File: config.mk
export PLATFORM = sky130hd
export DESIGN_NAME = srecord_s19_text_encoder_unit
export DESIGN_NICKNAME = d
export VERILOG_FILES = /design/src/hdl/sre_pkg.sv /design/src/hdl/sre_cmd_fifo.sv /design/src/hdl/sre_front.sv /design/src/hdl/sre_back.sv /design/src/hdl/srecord_s19_text_encoder_unit.sv
export VERILOG_INCLUDE_DIRS = /design/src /design/src/hdl
export SDC_FILE = /design/constraint.sdc
export NUM_CORES = 1
export LEC_CHECK = 0
export BUFFER_PORTS_ARGS = -buffer_cell sky130_fd_sc_hd__buf_2
export CAP_MARGIN = 20
export CORE_MARGIN = 3
export CORE_UTILIZATION = 55
export CTS_CLUSTER_DIAMETER = 50
export DETAILED_ROUTE_END_ITERATION = 6
export GPL_ROUTABILITY_DRIVEN = 0
export HOLD_SLACK_MARGIN = 0.06
export PLACE_DENSITY_LB_ADDON = 0.15
export SLEW_MARGIN = 20
export SYNTH_ARGS = -nofsm -noshare
export SYNTH_HDL_FRONTEND = slang
export SYNTH_SLANG_ARGS = --single-unit
File: constraint.sdc
create_clock -name clk -period 12.25 [get_ports clk]
set_input_delay 2.45 -clock clk [delete_from_list [all_inputs] [get_ports clk]]
set_output_delay 2.45 -clock clk [all_outputs]
set_load 0.005 [all_outputs]
File: src/hdl/assert_macros.svh
// Assertion macros shared by the S19 encoder modules.
`ifndef ASSERT_MACROS_SVH
`define ASSERT_MACROS_SVH
`ifndef SYNTHESIS
// Property must hold at every clock edge outside reset.
`define SRE_ASSERT_ALWAYS(lbl, prop) \
  lbl: assert property (@(posedge clk) disable iff (rst) (prop)) \
    else $error("sre assertion failed");
// Antecedent implies consequent in the same cycle.
`define SRE_ASSERT_IMPLIES(lbl, ante, cons) \
  lbl: assert property (@(posedge clk) disable iff (rst) (ante) |-> (cons)) \
    else $error("sre assertion failed");
`else
`define SRE_ASSERT_ALWAYS(lbl, prop)
`define SRE_ASSERT_IMPLIES(lbl, ante, cons)
`endif
`endif

File: src/hdl/sre_pkg.sv
// Shared types, constants and helper functions of the S19 text encoder.
package sre_pkg;

  localparam int BPR_DEFAULT   = 16;
  localparam int CMD_FIFO_DEPTH = 2;
  localparam int HDR_MAX       = 8;
  localparam int FILL_W        = 5;
  localparam int LEN_W         = 5;

  localparam logic [7:0] CHAR_S  = 8'h53;
  localparam logic [7:0] CHAR_NL = 8'h0A;

  // Config register indexes
  localparam logic CFG_HEADER_TEXT   = 1'b0;
  localparam logic CFG_HEADER_LENGTH = 1'b1;

  typedef enum logic [1:0] {
    REC_S0,
    REC_S1,
    REC_S5,
    REC_S9
  } rec_kind_t;

  // One record request from front to back
  typedef struct packed {
    rec_kind_t        kind;
    logic [15:0]      addr;
    logic [LEN_W-1:0] len;
    logic             bank;
    logic             last;
  } rec_cmd_t;

  // Buffer bank handed back once its S1 record is out
  typedef struct packed {
    logic valid;
    logic bank;
  } bank_rel_t;

  typedef enum logic [2:0] {
    F_IDLE,
    F_HDR,
    F_DATA,
    F_END_S1,
    F_END_S5,
    F_END_S9
  } front_state_t;

  typedef enum logic [2:0] {
    B_IDLE,
    B_S,
    B_TYPE,
    B_HEX,
    B_NL
  } back_state_t;

  // Uppercase hex digit
  function automatic logic [7:0] hex_char(input logic [3:0] v);
    logic [7:0] r;
    if (v < 4'd10) begin
      r = 8'h30 + {4'h0, v};
    end else begin
      r = 8'h37 + {4'h0, v};
    end
    return r;
  endfunction

  // Record type digit
  function automatic logic [7:0] type_char(input rec_kind_t k);
    logic [7:0] r;
    unique case (k)
      REC_S0:  r = 8'h30;
      REC_S1:  r = 8'h31;
      REC_S5:  r = 8'h35;
      REC_S9:  r = 8'h39;
      default: r = 8'h30;
    endcase
    return r;
  endfunction

endpackage

File: src/hdl/sre_cmd_fifo.sv
// Short record request queue between the front and the back.
`include "assert_macros.svh"
module sre_cmd_fifo
  import sre_pkg::*;
#(
  parameter int DEPTH = CMD_FIFO_DEPTH
) (
  input  logic     clk,
  input  logic     rst,
  input  logic     push,
  input  rec_cmd_t push_cmd,
  output logic     full,
  input  logic     pop,
  output rec_cmd_t head,
  output logic     head_valid
);

  localparam int PTR_W = (DEPTH > 1) ? $clog2(DEPTH) : 1;
  localparam int CNT_W = $clog2(DEPTH + 1);
  localparam logic [PTR_W-1:0] PTR_LAST = PTR_W'(DEPTH - 1);
  localparam logic [CNT_W-1:0] CNT_FULL = CNT_W'(DEPTH);

  rec_cmd_t         entries [DEPTH];
  logic [PTR_W-1:0] wr_ptr;
  logic [PTR_W-1:0] rd_ptr;
  logic [CNT_W-1:0] count;

  assign full       = (count == CNT_FULL);
  assign head_valid = (count != '0);
  assign head       = entries[rd_ptr];

  // Entry storage
  always_ff @(posedge clk) begin
    if (push) begin
      entries[wr_ptr] <= push_cmd;
    end
  end

  // Pointers and fill level
  always_ff @(posedge clk) begin
    if (rst) begin
      wr_ptr <= '0;
      rd_ptr <= '0;
      count  <= '0;
    end else begin
      if (push) begin
        wr_ptr <= (wr_ptr == PTR_LAST) ? '0 : wr_ptr + 1'b1;
      end
      if (pop) begin
        rd_ptr <= (rd_ptr == PTR_LAST) ? '0 : rd_ptr + 1'b1;
      end
      if (push && !pop) begin
        count <= count + 1'b1;
      end else if (pop && !push) begin
        count <= count - 1'b1;
      end
    end
  end

  `SRE_ASSERT_IMPLIES(a_no_overflow, push, !full)
  `SRE_ASSERT_IMPLIES(a_no_underflow, pop, head_valid)

endmodule

File: src/hdl/sre_front.sv
// Front end: accepts items, fills the byte buffer and queues record requests.
module sre_front
  import sre_pkg::*;
#(
  parameter int BPR = BPR_DEFAULT
) (
  input  logic       clk,
  input  logic       rst,
  input  logic       s_tvalid,
  output logic       s_tready,
  input  logic [7:0] s_tdata,   // [7:0] data_byte
  input  logic       s_tuser,   // [0] func
  input  logic [3:0] header_length,
  output logic       cmd_push,
  output rec_cmd_t   cmd,
  input  logic       cmd_full,
  input  bank_rel_t  rel,
  input  logic       rd_bank,
  input  logic [4:0] rd_idx,
  output logic [7:0] rd_data
);

  localparam int BIDX_W = (BPR > 1) ? $clog2(BPR) : 1;
  localparam logic [FILL_W-1:0] FULL_AT = FILL_W'(BPR - 1);
  localparam logic [LEN_W-1:0]  BPR_LEN = LEN_W'(BPR);

  front_state_t state, state_next;

  logic              item_func;
  logic [7:0]        item_byte;
  logic              header_done;
  logic [FILL_W-1:0] fill_count;
  logic [15:0]       next_address;
  logic [15:0]       s1_count;
  logic              wbank;
  logic [1:0]        bank_busy;
  logic [7:0]        buffer [2][BPR];

  logic             accept;
  logic             full_now;
  logic             data_go;
  logic [LEN_W-1:0] hdr_len;
  logic [1:0]       busy_set;

  assign accept   = s_tvalid && s_tready;
  assign full_now = (fill_count == FULL_AT);
  assign data_go  = !bank_busy[wbank] && (!full_now || !cmd_full);
  assign hdr_len  = (header_length > 4'(HDR_MAX)) ? LEN_W'(HDR_MAX)
                                                  : LEN_W'(header_length);
  assign rd_data  = buffer[rd_bank][rd_idx[BIDX_W-1:0]];

  // Next state
  always_comb begin
    state_next = state;
    unique case (state)
      F_IDLE: begin
        if (accept) state_next = header_done ? F_DATA : F_HDR;
      end
      F_HDR: begin
        if (!cmd_full) state_next = F_DATA;
      end
      F_DATA: begin
        if (item_func) begin
          state_next = (fill_count != '0) ? F_END_S1 : F_END_S5;
        end else if (data_go) begin
          state_next = F_IDLE;
        end
      end
      F_END_S1: begin
        if (!cmd_full) state_next = F_END_S5;
      end
      F_END_S5: begin
        if (!cmd_full) state_next = F_END_S9;
      end
      F_END_S9: begin
        if (!cmd_full) state_next = F_IDLE;
      end
      default: state_next = F_IDLE;
    endcase
  end

  // Outputs: handshake and record requests
  always_comb begin
    s_tready  = 1'b0;
    cmd_push  = 1'b0;
    cmd       = '{kind: REC_S0, addr: 16'h0000, len: '0, bank: wbank, last: 1'b0};
    busy_set  = 2'b00;
    unique case (state)
      F_IDLE: s_tready = 1'b1;
      F_HDR: begin
        cmd_push = !cmd_full;
        cmd.kind = REC_S0;
        cmd.len  = hdr_len;
        cmd.last = !item_func && !full_now;
      end
      F_DATA: begin
        if (!item_func && data_go && full_now) begin
          cmd_push        = 1'b1;
          cmd.kind        = REC_S1;
          cmd.addr        = next_address;
          cmd.len         = BPR_LEN;
          cmd.last        = 1'b1;
          busy_set[wbank] = 1'b1;
        end
      end
      F_END_S1: begin
        cmd_push        = !cmd_full;
        cmd.kind        = REC_S1;
        cmd.addr        = next_address;
        cmd.len         = LEN_W'(fill_count);
        busy_set[wbank] = !cmd_full;
      end
      F_END_S5: begin
        cmd_push = !cmd_full;
        cmd.kind = REC_S5;
        cmd.addr = s1_count;
      end
      F_END_S9: begin
        cmd_push = !cmd_full;
        cmd.kind = REC_S9;
        cmd.last = 1'b1;
      end
      default: ;
    endcase
  end

  // Buffer writes
  always_ff @(posedge clk) begin
    if (state == F_DATA && !item_func && data_go) begin
      buffer[wbank][fill_count[BIDX_W-1:0]] <= item_byte;
    end
  end

  // Item latch
  always_ff @(posedge clk) begin
    if (accept) begin
      item_func <= s_tuser;
      item_byte <= s_tdata;
    end
  end

  // Control state
  always_ff @(posedge clk) begin
    if (rst) begin
      state        <= F_IDLE;
      header_done  <= 1'b0;
      fill_count   <= '0;
      next_address <= '0;
      s1_count     <= '0;
      wbank        <= 1'b0;
      bank_busy    <= 2'b00;
    end else begin
      state <= state_next;
      bank_busy <= (bank_busy & ~({1'b0, rel.valid} << rel.bank)) | busy_set;
      case (state)
        F_HDR: begin
          if (!cmd_full) header_done <= 1'b1;
        end
        F_DATA: begin
          if (!item_func && data_go) begin
            if (full_now) begin
              fill_count   <= '0;
              next_address <= next_address + 16'(BPR);
              s1_count     <= s1_count + 16'd1;
              wbank        <= ~wbank;
            end else begin
              fill_count <= fill_count + 1'b1;
            end
          end
        end
        F_END_S1: begin
          if (!cmd_full) begin
            next_address <= next_address + 16'(fill_count);
            s1_count     <= s1_count + 16'd1;
            fill_count   <= '0;
            wbank        <= ~wbank;
          end
        end
        F_END_S9: begin
          if (!cmd_full) begin
            header_done  <= 1'b0;
            fill_count   <= '0;
            next_address <= '0;
            s1_count     <= '0;
          end
        end
        default: ;
      endcase
    end
  end

endmodule

File: src/hdl/sre_back.sv
// Back end: turns record requests into S19 characters, one per cycle within a record while m_tready is high.
`include "assert_macros.svh"
module sre_back
  import sre_pkg::*;
(
  input  logic        clk,
  input  logic        rst,
  input  rec_cmd_t    cmd,
  input  logic        cmd_valid,
  output logic        cmd_pop,
  input  logic [63:0] header_text,
  output logic        rd_bank,
  output logic [4:0]  rd_idx,
  input  logic [7:0]  rd_data,
  output bank_rel_t   rel,
  output logic        m_tvalid,
  input  logic        m_tready,
  output logic [7:0]  m_tdata,   // [7:0] text_char
  output logic        m_tuser,   // [0] line_end
  output logic        m_tlast    // last character of a request flagged last
);

  back_state_t state, state_next;

  rec_cmd_t   cur;
  logic [4:0] pos;
  logic       nib;
  logic [7:0] sum;

  logic       slot_free;
  logic       emit;
  logic [7:0] emit_char;
  logic       emit_end;
  logic       emit_last;
  logic [4:0] sum_pos;
  logic [4:0] data_idx;
  logic [7:0] cur_byte;

  assign slot_free = !m_tvalid || m_tready;
  assign sum_pos   = cur.len + 5'd3;
  assign data_idx  = pos - 5'd3;
  assign rd_bank   = cur.bank;
  assign rd_idx    = data_idx;

  // Byte at the current position of the record
  always_comb begin
    if (pos == 5'd0) begin
      cur_byte = {3'b000, cur.len} + 8'd3;
    end else if (pos == 5'd1) begin
      cur_byte = cur.addr[15:8];
    end else if (pos == 5'd2) begin
      cur_byte = cur.addr[7:0];
    end else if (pos == sum_pos) begin
      cur_byte = ~sum;
    end else if (cur.kind == REC_S0) begin
      cur_byte = header_text[{data_idx[2:0], 3'b000} +: 8];
    end else begin
      cur_byte = rd_data;
    end
  end

  // Next state
  always_comb begin
    state_next = state;
    unique case (state)
      B_IDLE: if (cmd_valid) state_next = B_S;
      B_S:    if (slot_free) state_next = B_TYPE;
      B_TYPE: if (slot_free) state_next = B_HEX;
      B_HEX:  if (slot_free && nib && pos == sum_pos) state_next = B_NL;
      B_NL:   if (slot_free) state_next = B_IDLE;
      default: state_next = B_IDLE;
    endcase
  end

  // Outputs: character to emit, queue pop, bank release
  always_comb begin
    cmd_pop   = 1'b0;
    emit      = 1'b0;
    emit_char = CHAR_S;
    emit_end  = 1'b0;
    emit_last = 1'b0;
    rel       = '{valid: 1'b0, bank: cur.bank};
    unique case (state)
      B_IDLE: cmd_pop = cmd_valid;
      B_S: begin
        emit = slot_free;
      end
      B_TYPE: begin
        emit      = slot_free;
        emit_char = type_char(cur.kind);
      end
      B_HEX: begin
        emit      = slot_free;
        emit_char = hex_char(nib ? cur_byte[3:0] : cur_byte[7:4]);
      end
      B_NL: begin
        emit      = slot_free;
        emit_char = CHAR_NL;
        emit_end  = 1'b1;
        emit_last = cur.last;
        rel.valid = slot_free && (cur.kind == REC_S1);
      end
      default: ;
    endcase
  end

  // Record walk
  always_ff @(posedge clk) begin
    if (state == B_IDLE && cmd_valid) begin
      cur <= cmd;
      pos <= '0;
      nib <= 1'b0;
      sum <= '0;
    end else if (state == B_HEX && slot_free) begin
      nib <= ~nib;
      if (nib) begin
        pos <= pos + 5'd1;
        sum <= sum + cur_byte;
      end
    end
  end

  // Output register payload
  always_ff @(posedge clk) begin
    if (emit) begin
      m_tdata <= emit_char;
      m_tuser <= emit_end;
      m_tlast <= emit_last;
    end
  end

  // Control state
  always_ff @(posedge clk) begin
    if (rst) begin
      state    <= B_IDLE;
      m_tvalid <= 1'b0;
    end else begin
      state <= state_next;
      if (emit) begin
        m_tvalid <= 1'b1;
      end else if (m_tready) begin
        m_tvalid <= 1'b0;
      end
    end
  end

  `SRE_ASSERT_IMPLIES(a_line_end_is_nl, m_tvalid && m_tuser, m_tdata == CHAR_NL)
  `SRE_ASSERT_IMPLIES(a_last_on_line_end, m_tvalid && m_tlast, m_tuser)
  `SRE_ASSERT_ALWAYS(a_pos_in_record, !(state == B_HEX && pos > sum_pos))

endmodule

File: src/hdl/srecord_s19_text_encoder_unit.sv
// A record's first character is registered once the back end takes its request from
// the queue. Throughput: one character per cycle within a record while m_tready is high,
// set by the back end's character sequencer; a record of N bytes is 2N+11 characters.
// The front takes no new item until done with the last; front and back are decoupled
// by a two-entry request queue and a double-banked byte buffer.
// Reset (rst, synchronous): clears all control state and the config registers.
module srecord_s19_text_encoder_unit
  import sre_pkg::*;
#(
  parameter int BYTES_PER_RECORD = BPR_DEFAULT,
  parameter int CMD_DEPTH        = CMD_FIFO_DEPTH
) (
  input  logic        clk,
  input  logic        rst,
  input  logic        s_tvalid,
  output logic        s_tready,
  input  logic [7:0]  s_tdata,   // [7:0] data_byte
  input  logic        s_tuser,   // [0] func
  output logic        m_tvalid,
  input  logic        m_tready,
  output logic [7:0]  m_tdata,   // [7:0] text_char
  output logic        m_tuser,   // [0] line_end
  output logic        m_tlast,   // last
  input  logic        cfg_we,
  input  logic        cfg_addr,
  input  logic [63:0] cfg_wdata
);

  logic [63:0] header_text;
  logic [3:0]  header_length;

  logic       cmd_push;
  rec_cmd_t   push_cmd;
  logic       cmd_full;
  logic       cmd_pop;
  rec_cmd_t   head;
  logic       head_valid;
  bank_rel_t  rel;
  logic       rd_bank;
  logic [4:0] rd_idx;
  logic [7:0] rd_data;

  // Config registers
  always_ff @(posedge clk) begin
    if (rst) begin
      header_text   <= '0;
      header_length <= '0;
    end else if (cfg_we) begin
      case (cfg_addr)
        CFG_HEADER_TEXT:   header_text   <= cfg_wdata;
        CFG_HEADER_LENGTH: header_length <= cfg_wdata[3:0];
        default: ;
      endcase
    end
  end

  sre_front #(
    .BPR(BYTES_PER_RECORD)
  ) u_front (
    .clk           (clk),
    .rst           (rst),
    .s_tvalid      (s_tvalid),
    .s_tready      (s_tready),
    .s_tdata       (s_tdata),
    .s_tuser       (s_tuser),
    .header_length (header_length),
    .cmd_push      (cmd_push),
    .cmd           (push_cmd),
    .cmd_full      (cmd_full),
    .rel           (rel),
    .rd_bank       (rd_bank),
    .rd_idx        (rd_idx),
    .rd_data       (rd_data)
  );

  sre_cmd_fifo #(
    .DEPTH(CMD_DEPTH)
  ) u_fifo (
    .clk        (clk),
    .rst        (rst),
    .push       (cmd_push),
    .push_cmd   (push_cmd),
    .full       (cmd_full),
    .pop        (cmd_pop),
    .head       (head),
    .head_valid (head_valid)
  );

  sre_back u_back (
    .clk         (clk),
    .rst         (rst),
    .cmd         (head),
    .cmd_valid   (head_valid),
    .cmd_pop     (cmd_pop),
    .header_text (header_text),
    .rd_bank     (rd_bank),
    .rd_idx      (rd_idx),
    .rd_data     (rd_data),
    .rel         (rel),
    .m_tvalid    (m_tvalid),
    .m_tready    (m_tready),
    .m_tdata     (m_tdata),
    .m_tuser     (m_tuser),
    .m_tlast     (m_tlast)
  );

endmodule
==> impl_metrics.py <==
metrics = {
    "grt": {
        "grt_max_degree": 78,
        "grt-ovfl-total": 0,
        "grt.total_usage_pct": 24.9,
        "first_global_vias": 12800,
        "antenna_found_initial": 1,
        "grt_pass1_wl_um": 77500,
    },
    "critical_path": {
        "slowest_delay_ns": 0.92,
        "critical_path_arrival_ns": 5.70,
        "critical_path_required_ns": 12.74,
        "r2r_start": "u_back.pos[0]",
        "cp_common_cell": "a21oi_1",
        "cp_max_fo": 52,
        "cp_top_family": "compound AO/OA/AOI/OAI gates",
        "worst_setup_path_start_kind": "register",
        "critPathKind": "reg2reg",
        "end_kind": "register",
        "slowest_stage": "xnor2_2",
        "path_cells": "buf_4 > a21oi_1 > xnor2_2 > mux2i_1 > mux2i_1 > o21ai_0 > a21oi_1 > ha_1 > a21o_1 > a21oi_1 > o21bai_1 > a21oi_1 > o21bai_1 > a21oi_1 > xnor2_1 > or3_1 > a21oi_1",
        "startpoint": "u_back.pos[0]",
        "path_buf_inv": 1,
    },
    "drt": {
        "routed-via-count": 13400,
        "drtAntennaViolNets": 0,
        "via_per_inst": 6.08,
        "drtPass1Iterations": 5,
        "wirelength_um": 50500,
        "drc": 0,
        "wl_per_cell_um": 22.9,
        "drt_iter0_markers": 1364,
    },
    "layout": {
        "multiInputGateArea_um2": 7200,
        "drive_gt1_share_pct": 19.4,
        "area_delta_synth_final_pct": 12.2,
        "register_area_um2": 13200,
        "fill_cells": 2785,
        "nets": 1762,
        "finish.utilization_pct": 63.3,
    },
    "cts": {
        "cts_made_buffers": 50,
        "cts_tree": "yes",
        "clk_latency_ns": 0.60,
        "htree_levels": 2,
        "cts_setup_buffers": 0,
        "post_cts_resized": 0,
        "clk_pin_slew_ns": 0.06,
        "cts-root-buf": "clkbuf_16",
        "hold_buffers": 0,
        "clock_sinks": 483,
        "cts_max_path_buffers": 3,
    },
    "yosys": {
        "ys_ff_latch": 483,
        "synth_edf_count": 349,
        "syn_nets": 1692,
        "ys_types": 84,
        "seq_area_frac_synth_pct": 63.0,
        "synthCells": 1586,
        "synth_top_area_cell": "edfxtp_1",
        "post_synth.cell_area_avg_um2": 13.2,
        "synth_area_um2": 20900,
        "yosys_warnings": 0,
        "ys.flop_type": "edfxtp_1",
        "async_flop_share_pct": 0,
        "synthTopCellsByArea": "edfxtp_1 50%, dfxtp_1 13%, mux4_2 8.7%, nand2_1 4.0%, a21oi_1 3.5%",
        "netlist.area_leader.share_pct": 50.1,
    },
    "die": {
        "row_count": 70,
        "ios": 91,
        "core_um2": 37000,
        "die-area_um2": 40400,
        "start_util_pct": 56.4,
        "die_y_um": 201,
        "chipWidth_um": 201,
    },
    "hold_path": {
        "hp-class": "reg2reg",
        "min-delay-start": "header_text[29]",
    },
    "timing": {
        "fin_ws_ns": 7.04,
        "fin_crit_ns": 5.21,
        "fin_skew_ns": 0.0261,
        "timing.final.crit_share_pct": 42.5,
        "hold_viol_final": 0,
        "setup_viol": 0,
        "relSlewSlack_pct": 24.0,
        "worstMarginPinSlew_ns": 1.13,
        "rsz0062_at_grt": "false",
        "setup_tns_ns": 0,
        "clock.fmax_ghz": 0.192,
        "drv_slew": 0,
    },
    "place": {
        "dpl.hpwl_um": 33900,
        "port-buffer-count": 89,
        "post-place-ws_ns": 7.08,
    },
    "run_status": {
        "status": "finished, final reports clean",
    },
    "power_and_ir_drop": {
        "powerDensity_nw_per_um2": 195,
        "leakage_nw": 7.91,
        "finalPower_mw": 4.58,
        "irDropWorstVdd_uv": 150,
    },
    "run": {
        "maxCapViolations": 0,
    },
}
metal layers:
metal	global-route usage, %	share of wire (%)	up-vias
met5	0	0.024	-
met4	6.37	2.5	2
met3	5.24	8.6	93
met2	35.8	43	584
met1	39.0	46	6651
li1	-	-	6065
cell families after synthesis:
family / count (synthesis) / share of synthesized area (%)
compound gates: 285 / 8.21
flops: 483 / 63.0
other cells: 1 / 0.0179
simple gates: 484 / 10.4
xor+xnor: 45 / 1.99
buf+inv: 119 / 2.78
mux: 142 / 12.0
fa+ha+maj: 27 / 1.69
cells in the mapped netlist, types with 3 or more instances:
cell type and number:
a211oi_1 4, a21o_1 5, a21oi_1 147, a221oi_1 9
a22o_1 17, a22oi_1 8, a31oi_1 3, and2_1 5
and3_1 8, buf_1 8, buf_2 11, buf_4 6
buf_6 6, clkbuf_1 52, clkbuf_8 3, dfxtp_1 134
edfxtp_1 349, ha_1 25, inv_1 28, mux2_2 32
mux2i_1 27, mux4_2 81, nand2_1 223, nand2b_1 14
nand3_1 32, nand3b_1 6, nand4_1 12, nand4b_1 3
nor2_1 118, nor2b_1 9, nor3_1 18, nor4_1 4
o21ai_0 55, o21bai_1 3, o221ai_1 4, o22ai_1 4
or2_2 3, or3_1 10, or4_1 3, xnor2_1 24
xor2_1 19
state kept, by name (all words and copies together), names as in the netlist, 3 cells and up:
register and cells:
u_front.state 3, u_back.sum 8, u_back.state 3, u_back.m_tdata 7
u_back.cur 24, header_length 4, u_front.s1_count 16, u_front.item_byte 8
u_back.pos 5, u_front.buffer 256, header_text 64, u_front.next_address 16
u_fifo.entries 50, u_front.fill_count 5
area by class of cell:
type,instances,share of cell area (%)
well taps,504,2.69
diodes,1,0.0107
flip-flops and latches,483,56.1
clock buffers,65,5.96
repair buffers,107,2.76
clock inverters,29,1.26
inverters,30,0.480
multi-input cells,984,30.7
final timing paths:
check	endpoint	slack, ns	cells past startpoint
max reg2reg	u_back.sum[7]	7.04	17
max	u_back.sum[7]	7.04	17
min	header_text[29]	0.45	2
min reg2reg	header_text[29]	0.45	2
power breakdown:
group          internal [mW]  leakage, nW  switching (mW)
Combinational          0.400         2.84           0.557
Clock                  0.897        0.814           0.633
Sequential              1.97         4.25           0.124
Total                   3.27         7.91            1.31
worst min-delay path, delay by kind of cell (launching register included):
kind            cells  cell delay [ns]
simple gates        1             0.05
compound gates      1             0.05
flops               1             0.31
cells in the final DEF, fill, tap and decap left out, types with 28 or more instances in the layout:
master / instances
a21oi_1: 146
buf_2: 88
clkbuf_16: 51
dfxtp_1: 133
edfxtp_1: 349
inv_1: 28
mux2_2: 32
mux4_2: 81
nand2_1: 223
nand3_1: 32
nor2_1: 117
o21ai_0: 55
metrics by stage:
step	hold WS, ns	instances	cell area, um^2
3_5_place_dp	0.444	2103	21700
6_report	0.453	2203	23500
2_1_floorplan	0.433	1586	20900
3_3_place_gp	0.438	2101	21600
5_1_grt	0.474	2202	23500
4_1_cts	0.452	2197	23400
(Power assumes the default switching activity.)
